File: src/rtl/rgbpi_pkg.sv
// Package for the RGB565 palette indexer: command codes, palette sizing,
// colour masks and the structs shared by the engine and the top level.
// No dependencies.
`timescale 1ns / 1ps

package rgbpi_pkg;

  localparam int PALETTE_DEPTH = 256;
  localparam int ADDR_W        = $clog2(PALETTE_DEPTH);
  localparam int CNT_W         = $clog2(PALETTE_DEPTH + 1);

  localparam logic [15:0] RED_MASK   = 16'hf800;
  localparam logic [15:0] GREEN_MASK = 16'h07e0;
  localparam logic [15:0] BLUE_MASK  = 16'h001f;

  typedef enum logic [1:0] {
    CMD_CLEAR = 2'd0,
    CMD_LEARN = 2'd1,
    CMD_MAP   = 2'd2,
    CMD_READ  = 2'd3
  } cmd_t;

  typedef struct packed {
    logic              rd_en;
    logic [ADDR_W-1:0] rd_addr;
    logic              wr_en;
    logic [ADDR_W-1:0] wr_addr;
    logic [15:0]       wr_data;
  } ram_req_t;

  typedef struct packed {
    logic [7:0] blue;
    logic [7:0] green;
    logic [7:0] red;
    logic [8:0] color_count;
    logic       full_res;
    logic       added;
    logic       found;
    logic [7:0] index;
    logic       pass_end;
  } res_t;

endpackage

File: src/rtl/rgb565_palette_indexer_top.sv
// Top level of the RGB565 palette indexer: stream ports, palette memory,
// command engine and output word register.
// Depends on rgbpi_pkg, rgbpi_ram and rgbpi_engine.
`timescale 1ns / 1ps

// One command word is worked on at a time. Clear goes straight to its
// result; read first waits for the registered read data, unless the entry
// lies at or beyond the stored count. Learn and map walk the palette memory
// one entry per cycle from entry 0 and stop at the first match or after the
// last stored colour; the single read port of the palette memory sets that
// rate. The result word appears on out_tvalid in the cycle in which the
// engine is ready again, and a new word is taken while that result still
// waits in the output register; if the register is still held when the next
// result is ready, the engine waits. The palette memory needs no clearing
// pass: only entries below the stored count are ever read, and the memory is
// never read and written at the same entry in one command.
module rgb565_palette_indexer_top (
  input  logic        clk,
  input  logic        rst_n,
  input  logic        in_tvalid,
  output logic        in_tready,
  input  logic [23:0] in_tdata,   // pixel[15:0], entry_index[23:16]
  input  logic [1:0]  in_tuser,   // command[1:0]
  input  logic        in_tlast,   // last_pixel
  output logic        out_tvalid,
  input  logic        out_tready,
  // index[7:0], found[8], added[9], full_res[10], color_count[19:11],
  // red[27:20], green[35:28], blue[43:36], zero[47:44]
  output logic [47:0] out_tdata,
  output logic        out_tlast   // pass_end
);

  rgbpi_pkg::ram_req_t ram_req;
  rgbpi_pkg::res_t     res;
  rgbpi_pkg::res_t     out_r;
  logic [15:0]         ram_rd_data;
  logic                res_valid;
  logic                res_take;
  logic                out_valid_r;

  rgbpi_ram #(
    .WIDTH(16),
    .DEPTH(rgbpi_pkg::PALETTE_DEPTH)
  ) u_palette (
    .clk    (clk),
    .wr_en  (ram_req.wr_en),
    .wr_addr(ram_req.wr_addr),
    .wr_data(ram_req.wr_data),
    .rd_en  (ram_req.rd_en),
    .rd_addr(ram_req.rd_addr),
    .rd_data(ram_rd_data)
  );

  rgbpi_engine u_engine (
    .clk           (clk),
    .rst_n         (rst_n),
    .in_valid      (in_tvalid),
    .in_ready      (in_tready),
    .in_command    (in_tuser),
    .in_pixel      (in_tdata[15:0]),
    .in_entry_index(in_tdata[23:16]),
    .in_last_pixel (in_tlast),
    .ram_req       (ram_req),
    .ram_rd_data   (ram_rd_data),
    .res_valid     (res_valid),
    .res_take      (res_take),
    .res           (res)
  );

  // The output register loads a waiting result whenever it is empty or being drained.
  assign res_take = res_valid && (!out_valid_r || out_tready);

  always_ff @(posedge clk) begin
    if (!rst_n) begin
      out_valid_r <= 1'b0;
    end else begin
      if (res_take) begin
        out_valid_r <= 1'b1;
        out_r       <= res;
      end else if (out_tready) begin
        out_valid_r <= 1'b0;
      end
    end
  end

  assign out_tvalid = out_valid_r;
  assign out_tlast  = out_r.pass_end;
  assign out_tdata  = {4'b0000, out_r.blue, out_r.green, out_r.red, out_r.color_count,
                       out_r.full_res, out_r.added, out_r.found, out_r.index};

  a_busy_after_accept: assert property (@(posedge clk) disable iff (!rst_n)
    (in_tvalid && in_tready) |=> !in_tready)
    else $error("engine took a second word while busy");

  a_added_found: assert property (@(posedge clk) disable iff (!rst_n)
    (out_tvalid && out_tdata[9]) |-> out_tdata[8])
    else $error("colour appended without being reported as found");

  a_full_flag: assert property (@(posedge clk) disable iff (!rst_n)
    out_tvalid |-> (out_tdata[10] == (32'(out_tdata[19:11]) == rgbpi_pkg::PALETTE_DEPTH)))
    else $error("full flag disagrees with colour count");

  a_count_range: assert property (@(posedge clk) disable iff (!rst_n)
    out_tvalid |-> (32'(out_tdata[19:11]) <= rgbpi_pkg::PALETTE_DEPTH))
    else $error("colour count beyond palette depth");

endmodule

File: src/rtl/rgbpi_ram.sv
// Generic single-port-write, single-port-read RAM with a registered read.
// No dependencies.
`timescale 1ns / 1ps

module rgbpi_ram #(
  parameter int WIDTH = 16,
  parameter int DEPTH = 256
) (
  input  logic                     clk,
  input  logic                     wr_en,
  input  logic [$clog2(DEPTH)-1:0] wr_addr,
  input  logic [WIDTH-1:0]         wr_data,
  input  logic                     rd_en,
  input  logic [$clog2(DEPTH)-1:0] rd_addr,
  output logic [WIDTH-1:0]         rd_data
);

  logic [WIDTH-1:0] mem [DEPTH];
  logic [WIDTH-1:0] rd_data_r;

  always_ff @(posedge clk) begin
    if (wr_en) begin
      mem[wr_addr] <= wr_data;
    end
    if (rd_en) begin
      rd_data_r <= mem[rd_addr];
    end
  end

  assign rd_data = rd_data_r;

endmodule

File: src/rtl/rgbpi_engine.sv
// Command sequencer of the palette indexer: walks the palette memory one
// entry a cycle for learn and map, appends new colours and expands reads.
// Depends on rgbpi_pkg.
`timescale 1ns / 1ps

module rgbpi_engine (
  input  logic                      clk,
  input  logic                      rst_n,
  input  logic                      in_valid,
  output logic                      in_ready,
  input  logic [1:0]                in_command,
  input  logic [15:0]               in_pixel,
  input  logic [7:0]                in_entry_index,
  input  logic                      in_last_pixel,
  output rgbpi_pkg::ram_req_t       ram_req,
  input  logic [15:0]               ram_rd_data,
  output logic                      res_valid,
  input  logic                      res_take,
  output rgbpi_pkg::res_t           res
);

  typedef enum logic [1:0] {
    ST_IDLE,
    ST_SCAN,
    ST_RDWAIT,
    ST_DONE
  } state_t;

  state_t                         state_r;
  logic [rgbpi_pkg::CNT_W-1:0]    count_r;
  logic [rgbpi_pkg::ADDR_W-1:0]   k_r;
  logic                           empty_r;
  rgbpi_pkg::cmd_t                cmd_r;
  logic [15:0]                    pixel_r;
  rgbpi_pkg::res_t                res_r;
  rgbpi_pkg::res_t                res_init;

  logic accept;
  logic scan_hit;
  logic scan_end;
  logic can_append;
  logic entry_ok;

  always_comb begin
    in_ready   = (state_r == ST_IDLE);
    accept     = in_valid && in_ready;
    // An empty palette still passes through the scan state, with the stale
    // read data masked off.
    scan_hit   = !empty_r && (ram_rd_data == pixel_r);
    scan_end   = empty_r ||
                 ((rgbpi_pkg::CNT_W'(k_r) + rgbpi_pkg::CNT_W'(1)) == count_r);
    can_append = (32'(count_r) < rgbpi_pkg::PALETTE_DEPTH);
    entry_ok   = (32'(in_entry_index) < 32'(count_r)) &&
                 (32'(in_entry_index) < rgbpi_pkg::PALETTE_DEPTH);

    // Result word as it starts out when a command is taken.
    res_init          = '0;
    res_init.pass_end = in_last_pixel;
    if (rgbpi_pkg::cmd_t'(in_command) == rgbpi_pkg::CMD_READ) begin
      res_init.index = in_entry_index;
    end

    ram_req         = '0;
    ram_req.wr_addr = count_r[rgbpi_pkg::ADDR_W-1:0];
    ram_req.wr_data = pixel_r;
    case (state_r)
      ST_IDLE: begin
        if (accept) begin
          if (rgbpi_pkg::cmd_t'(in_command) == rgbpi_pkg::CMD_READ) begin
            ram_req.rd_en   = entry_ok;
            ram_req.rd_addr = rgbpi_pkg::ADDR_W'(in_entry_index);
          end else if (rgbpi_pkg::cmd_t'(in_command) != rgbpi_pkg::CMD_CLEAR) begin
            ram_req.rd_en   = (count_r != '0);
            ram_req.rd_addr = '0;
          end
        end
      end
      ST_SCAN: begin
        if (!scan_hit && !scan_end) begin
          ram_req.rd_en   = 1'b1;
          ram_req.rd_addr = k_r + rgbpi_pkg::ADDR_W'(1);
        end
        if (!scan_hit && scan_end && cmd_r == rgbpi_pkg::CMD_LEARN && can_append) begin
          ram_req.wr_en = 1'b1;
        end
      end
      default: begin
      end
    endcase

    res_valid       = (state_r == ST_DONE);
    res             = res_r;
    res.color_count = 9'(count_r);
    res.full_res    = (32'(count_r) == rgbpi_pkg::PALETTE_DEPTH);
  end

  always_ff @(posedge clk) begin
    if (!rst_n) begin
      state_r <= ST_IDLE;
      count_r <= '0;
    end else begin
      unique case (state_r)
        ST_IDLE: begin
          if (accept) begin
            cmd_r   <= rgbpi_pkg::cmd_t'(in_command);
            pixel_r <= in_pixel;
            k_r     <= '0;
            empty_r <= (count_r == '0);
            res_r   <= res_init;
            unique case (rgbpi_pkg::cmd_t'(in_command))
              rgbpi_pkg::CMD_CLEAR: begin
                count_r <= '0;
                state_r <= ST_DONE;
              end
              rgbpi_pkg::CMD_LEARN, rgbpi_pkg::CMD_MAP: begin
                state_r <= ST_SCAN;
              end
              rgbpi_pkg::CMD_READ: begin
                state_r <= entry_ok ? ST_RDWAIT : ST_DONE;
              end
              default: begin
                state_r <= ST_DONE;
              end
            endcase
          end
        end
        ST_SCAN: begin
          if (scan_hit) begin
            res_r.index <= 8'(k_r);
            res_r.found <= 1'b1;
            state_r     <= ST_DONE;
          end else if (scan_end) begin
            if (cmd_r == rgbpi_pkg::CMD_LEARN && can_append) begin
              count_r     <= count_r + rgbpi_pkg::CNT_W'(1);
              res_r.index <= 8'(count_r);
              res_r.found <= 1'b1;
              res_r.added <= 1'b1;
            end
            state_r <= ST_DONE;
          end else begin
            k_r <= k_r + rgbpi_pkg::ADDR_W'(1);
          end
        end
        ST_RDWAIT: begin
          res_r.found <= 1'b1;
          res_r.red   <= 8'((ram_rd_data & rgbpi_pkg::RED_MASK) >> 8);
          res_r.green <= 8'((ram_rd_data & rgbpi_pkg::GREEN_MASK) >> 3);
          res_r.blue  <= 8'((ram_rd_data & rgbpi_pkg::BLUE_MASK) << 3);
          state_r     <= ST_DONE;
        end
        ST_DONE: begin
          if (res_take) begin
            state_r <= ST_IDLE;
          end
        end
        default: begin
          state_r <= ST_IDLE;
        end
      endcase
    end
  end

endmodule
File: config.mk
export PLATFORM = sky130hd
export DESIGN_NAME = rgb565_palette_indexer_top
export DESIGN_NICKNAME = d
export VERILOG_FILES = /design/src/rtl/rgbpi_pkg.sv /design/src/rtl/rgb565_palette_indexer_top.sv /design/src/rtl/rgbpi_ram.sv /design/src/rtl/rgbpi_engine.sv
export SDC_FILE = /design/constraint.sdc
export NUM_CORES = 2
export LEC_CHECK = 0
export ABC_CLOCK_PERIOD_IN_PS = 11850
export BUFFER_PORTS_ARGS = -buffer_cell sky130_fd_sc_hd__clkbuf_2
export CORE_AREA = 2 2 645 647
export CTS_CLUSTER_DIAMETER = 30
export CTS_CLUSTER_SIZE = 28
export DETAILED_ROUTE_END_ITERATION = 7
export DIE_AREA = 0 0 647 649
export HOLD_SLACK_MARGIN = 0.15
export PLACE_DENSITY_LB_ADDON = 0.25
export SLEW_MARGIN = 20
export SYNTH_ARGS = -nofsm -noshare
export SYNTH_HDL_FRONTEND = slang
export SYNTH_SLANG_ARGS = --single-unit
File: constraint.sdc
create_clock -name clk -period 11.85 [get_ports clk]
set_input_delay 0 -clock clk [delete_from_list [all_inputs] [get_ports clk]]
set_output_delay 0 -clock clk [all_outputs]
set_load 0.01 [all_outputs]
==> flow_summary_export.csv <==
group,metric,value,unit
synthesis,synth_cell_types,84,
cells_and_area,final_cell_mix,"4203 x edfxtp_1, 2344 x nand2_1, 676 x clkbuf_16, 649 x nand3_1, 443 x buf_4",
place,preCtsSetupSlack,3.79,ns
timing,tightestPinTransition,1.21,ns
flow_run,maxCapViolations,0,
synthesis,async_reset_ff_share,0,%
detailed_routing,wl_met1,202000,um
floorplan,start_util,39.9,%
power_and_ir_drop,p_per_area,205,nW/um2
worst_setup_path,worstSetupStartpointType,"flip-flop",
floorplan,rows,236,
power_and_ir_drop,leakage,65.9,nW
synthesis,avgSynthCellArea,15.4,um2
worst_setup_path,crit_arrival,9.00,ns
worst_setup_path,crit_type,"reg2reg",
detailed_routing,top_layer,"met5",
clock_network,numCtsBuffers,669,
place,dp_cells,16000,
cells_and_area,layout-drive-gt1-share,16.5,%
cells_and_area,fin_nets,11400,
detailed_routing,vias_per_cell,5.88,
floorplan,die_x,647,um
cells_and_area,finalNonFillerCells,17300,
place,port_buffers,69,
floorplan,core_region_area,413000,um2
cells_and_area,utilization,47.7,%
worst_setup_path,cp-end-kind,"flip-flop",
worst_setup_path,crit_fanout,114,
timing,slew_headroom,19.1,%
clock_network,path_clk_slew,0.05,ns
detailed_routing,drtPass1Iterations,7,
synthesis,synth_area,165000,um2
clock_network,cts.repair.resized,0,
hold_path,hold_class,"in2reg",
timing,worst_hold_slack,0.202,ns
grt,grt_pass1_wl,753000,um
detailed_routing,dr_total_vias,102000,
cells_and_area,final_area,197000,um2
worst_setup_path,worstPathRequired,12.61,ns
clock_network,h-tree-depth,6,
detailed_routing,met3_length,46400,um
grt,gr-total-overflow,0,
synthesis,synth_ff_type,"edfxtp_1",
detailed_routing,drtIter0Drc,13200,
status,status,"complete, no violations",
grt,antenna_found_initial,31,
timing,finalMaxSlewViolations,0,
timing,rsz0062_at_grt,"false",
cells_and_area,syn2layout_area_growth,19.4,%
detailed_routing,drc,0,
timing,hold_viol,0,
place,place_hpwl,313000,um
clock_network,clockRootBuffer,"clkbuf_16",
place,placed_area,173000,um2
timing,tns,0,ns
timing,fin_ws,3.60,ns
clock_network,cts_buffer_depth,4,
grt,grt_pass1_vias,98800,
synthesis,syn_inst,10700,
detailed_routing,ant_nets,0,
timing,skew,0.0420,ns
clock_network,cts_tree,"yes",
clock_network,cts_sinks,4215,
timing,min_period_over_period,69.6,%
detailed_routing,wire_per_inst,31.1,um
cells_and_area,final_common_cell,"edfxtp_1",
power_and_ir_drop,vdd_drop_max,171,uV
grt,grt_max_degree,187,
detailed_routing,routed-wl-met2,255000,um
synthesis,synth-edff-count,4203,
timing,finalSetupViolCount,0,
timing,fmax,121,MHz
grt,grt.total_usage,25.1,%
detailed_routing,finalWirelength,539000,um
place,gp_congestion,0.900,
cells_and_area,fill_cells,34600,
floorplan,die_area,420000,um2
synthesis,synth_warnings,0,
synthesis,ys_ff_latch,4215,
timing,min_period,8.25,ns
power_and_ir_drop,total_power,40.2,mW
floorplan,pin_count,82,
clock_network,insertion_delay,1.06,ns
synthesis,ys_seq_area_share,76.7,%
floorplan,die_h,649,um
kinds of logic (layout without fill, tap and decap cells):
logic type                 after synthesis  count (layout)  synth area share, %
DFF                                   4215            4215                 76.7
and+or+nand+nor                       3705            3705                 9.53
AOI/OAI and AO/OA                     1487            1487                 6.51
buffers and inverters                  763            1882                 2.21
muxes                                  504             504                 4.64
xor gates and xnor gates                37              37                0.205
adders and majority gates               19              19                0.144
other                                    1              24              0.00228
layout make-up:
| cell class | instances | area (um2) | share of cell area, % |
|---|---|---|---|
| Timing Repair Buffer | 608 | 4990 | 2.54 |
| Clock buffer | 737 | 17100 | 8.72 |
| Multi-Input combinational cell | 5764 | 35100 | 17.9 |
| Clock inverter | 494 | 5880 | 2.99 |
| Tap cell | 5474 | 6850 | 3.48 |
| Sequential cell | 4215 | 126000 | 64.3 |
| Inverter | 43 | 161 | 0.0821 |
| Antenna cell | 12 | 30.0 | 0.0153 |
critical path, cell delays in order, from the launching register on:
cell	delay, ns
edfxtp_1	0.32
buf_4	0.61
xor2_1	0.17
nor4_1	0.85
nand3_1	0.34
o21ai_2	0.21
buf_4	0.40
a22o_4	0.76
buf_12	0.59
buf_4	0.63
mux2_2	0.40
o21ai_0	0.14
a31oi_1	0.07
o21ai_0	0.59
nand4_1	0.57
o211ai_1	0.87
o31ai_1	0.18
flip-flops by register name, indices dropped and copies added (netlist names):
name,cells
u_engine.state_r,2
out_tdata,36
out_tlast,1
u_palette.mem,4096
u_engine.pixel_r,16
u_engine.res,27
u_engine.empty_r,1
u_engine.count_r,9
out_tvalid,1
u_palette.rd_data,16
u_engine.k_r,8
u_engine.cmd_r,2
power breakdown:
part / total, mW / leakage (nW) / internal, mW / switching [mW]
Clock: 19.8 / 11.1 / 12.6 / 7.20
Combinational: 3.60 / 16.9 / 0.849 / 2.75
Sequential: 16.8 / 37.9 / 16.8 / 0.0510
layer usage:
layer / vias up / track usage (%)
li1: 42800 / -
met5: - / 0
met1: 52400 / 32.3
met4: 10 / 14.6
met2: 5719 / 40.2
met3: 1067 / 4.10
what timing repair did:
| action | 4_1_cts | 5_1_grt |
|---|---|---|
| buffers inserted | 0 | 0 |
| endpoints found under the hold margin | 160 | 0 |
| hold buffers | 60 | 0 |
path summary, 6_finish.rpt:
kind / start / endpoint / slack, ns / cells after the start
worst max register to register: u_engine.pixel_r[2] / u_palette.rd_data[13] / 3.60 / 16
worst max-delay path: u_engine.pixel_r[2] / u_palette.rd_data[13] / 3.60 / 16
worst min-delay path: in_tdata[10] / u_engine.pixel_r[10] / 0.20 / 3
worst min register to register: u_engine.res[34] / out_tdata[33] / 0.41 / 0
Yosys cell counts, types with 44 or more instances:
cell type	n	area, um2
nand3_1	655	3280
nand2_1	2350	8820
buf_1	60	225
o2111ai_1	144	1260
mux4_2	205	4620
buf_2	345	1730
nor2_1	331	1240
and3_1	93	582
o211ai_1	83	623
a32oi_1	304	2660
buf_4	63	473
a22oi_1	46	345
edfxtp_1	4203	126000
a31oi_1	108	676
o21ai_0	87	435
clkbuf_1	236	886
a21oi_1	404	2020
a311oi_1	46	403
a211oi_1	44	330
nand4_1	160	1000
mux2i_1	268	2680
a21o_1	48	360
No activity file was read; power rests on OpenSTA's default activity.
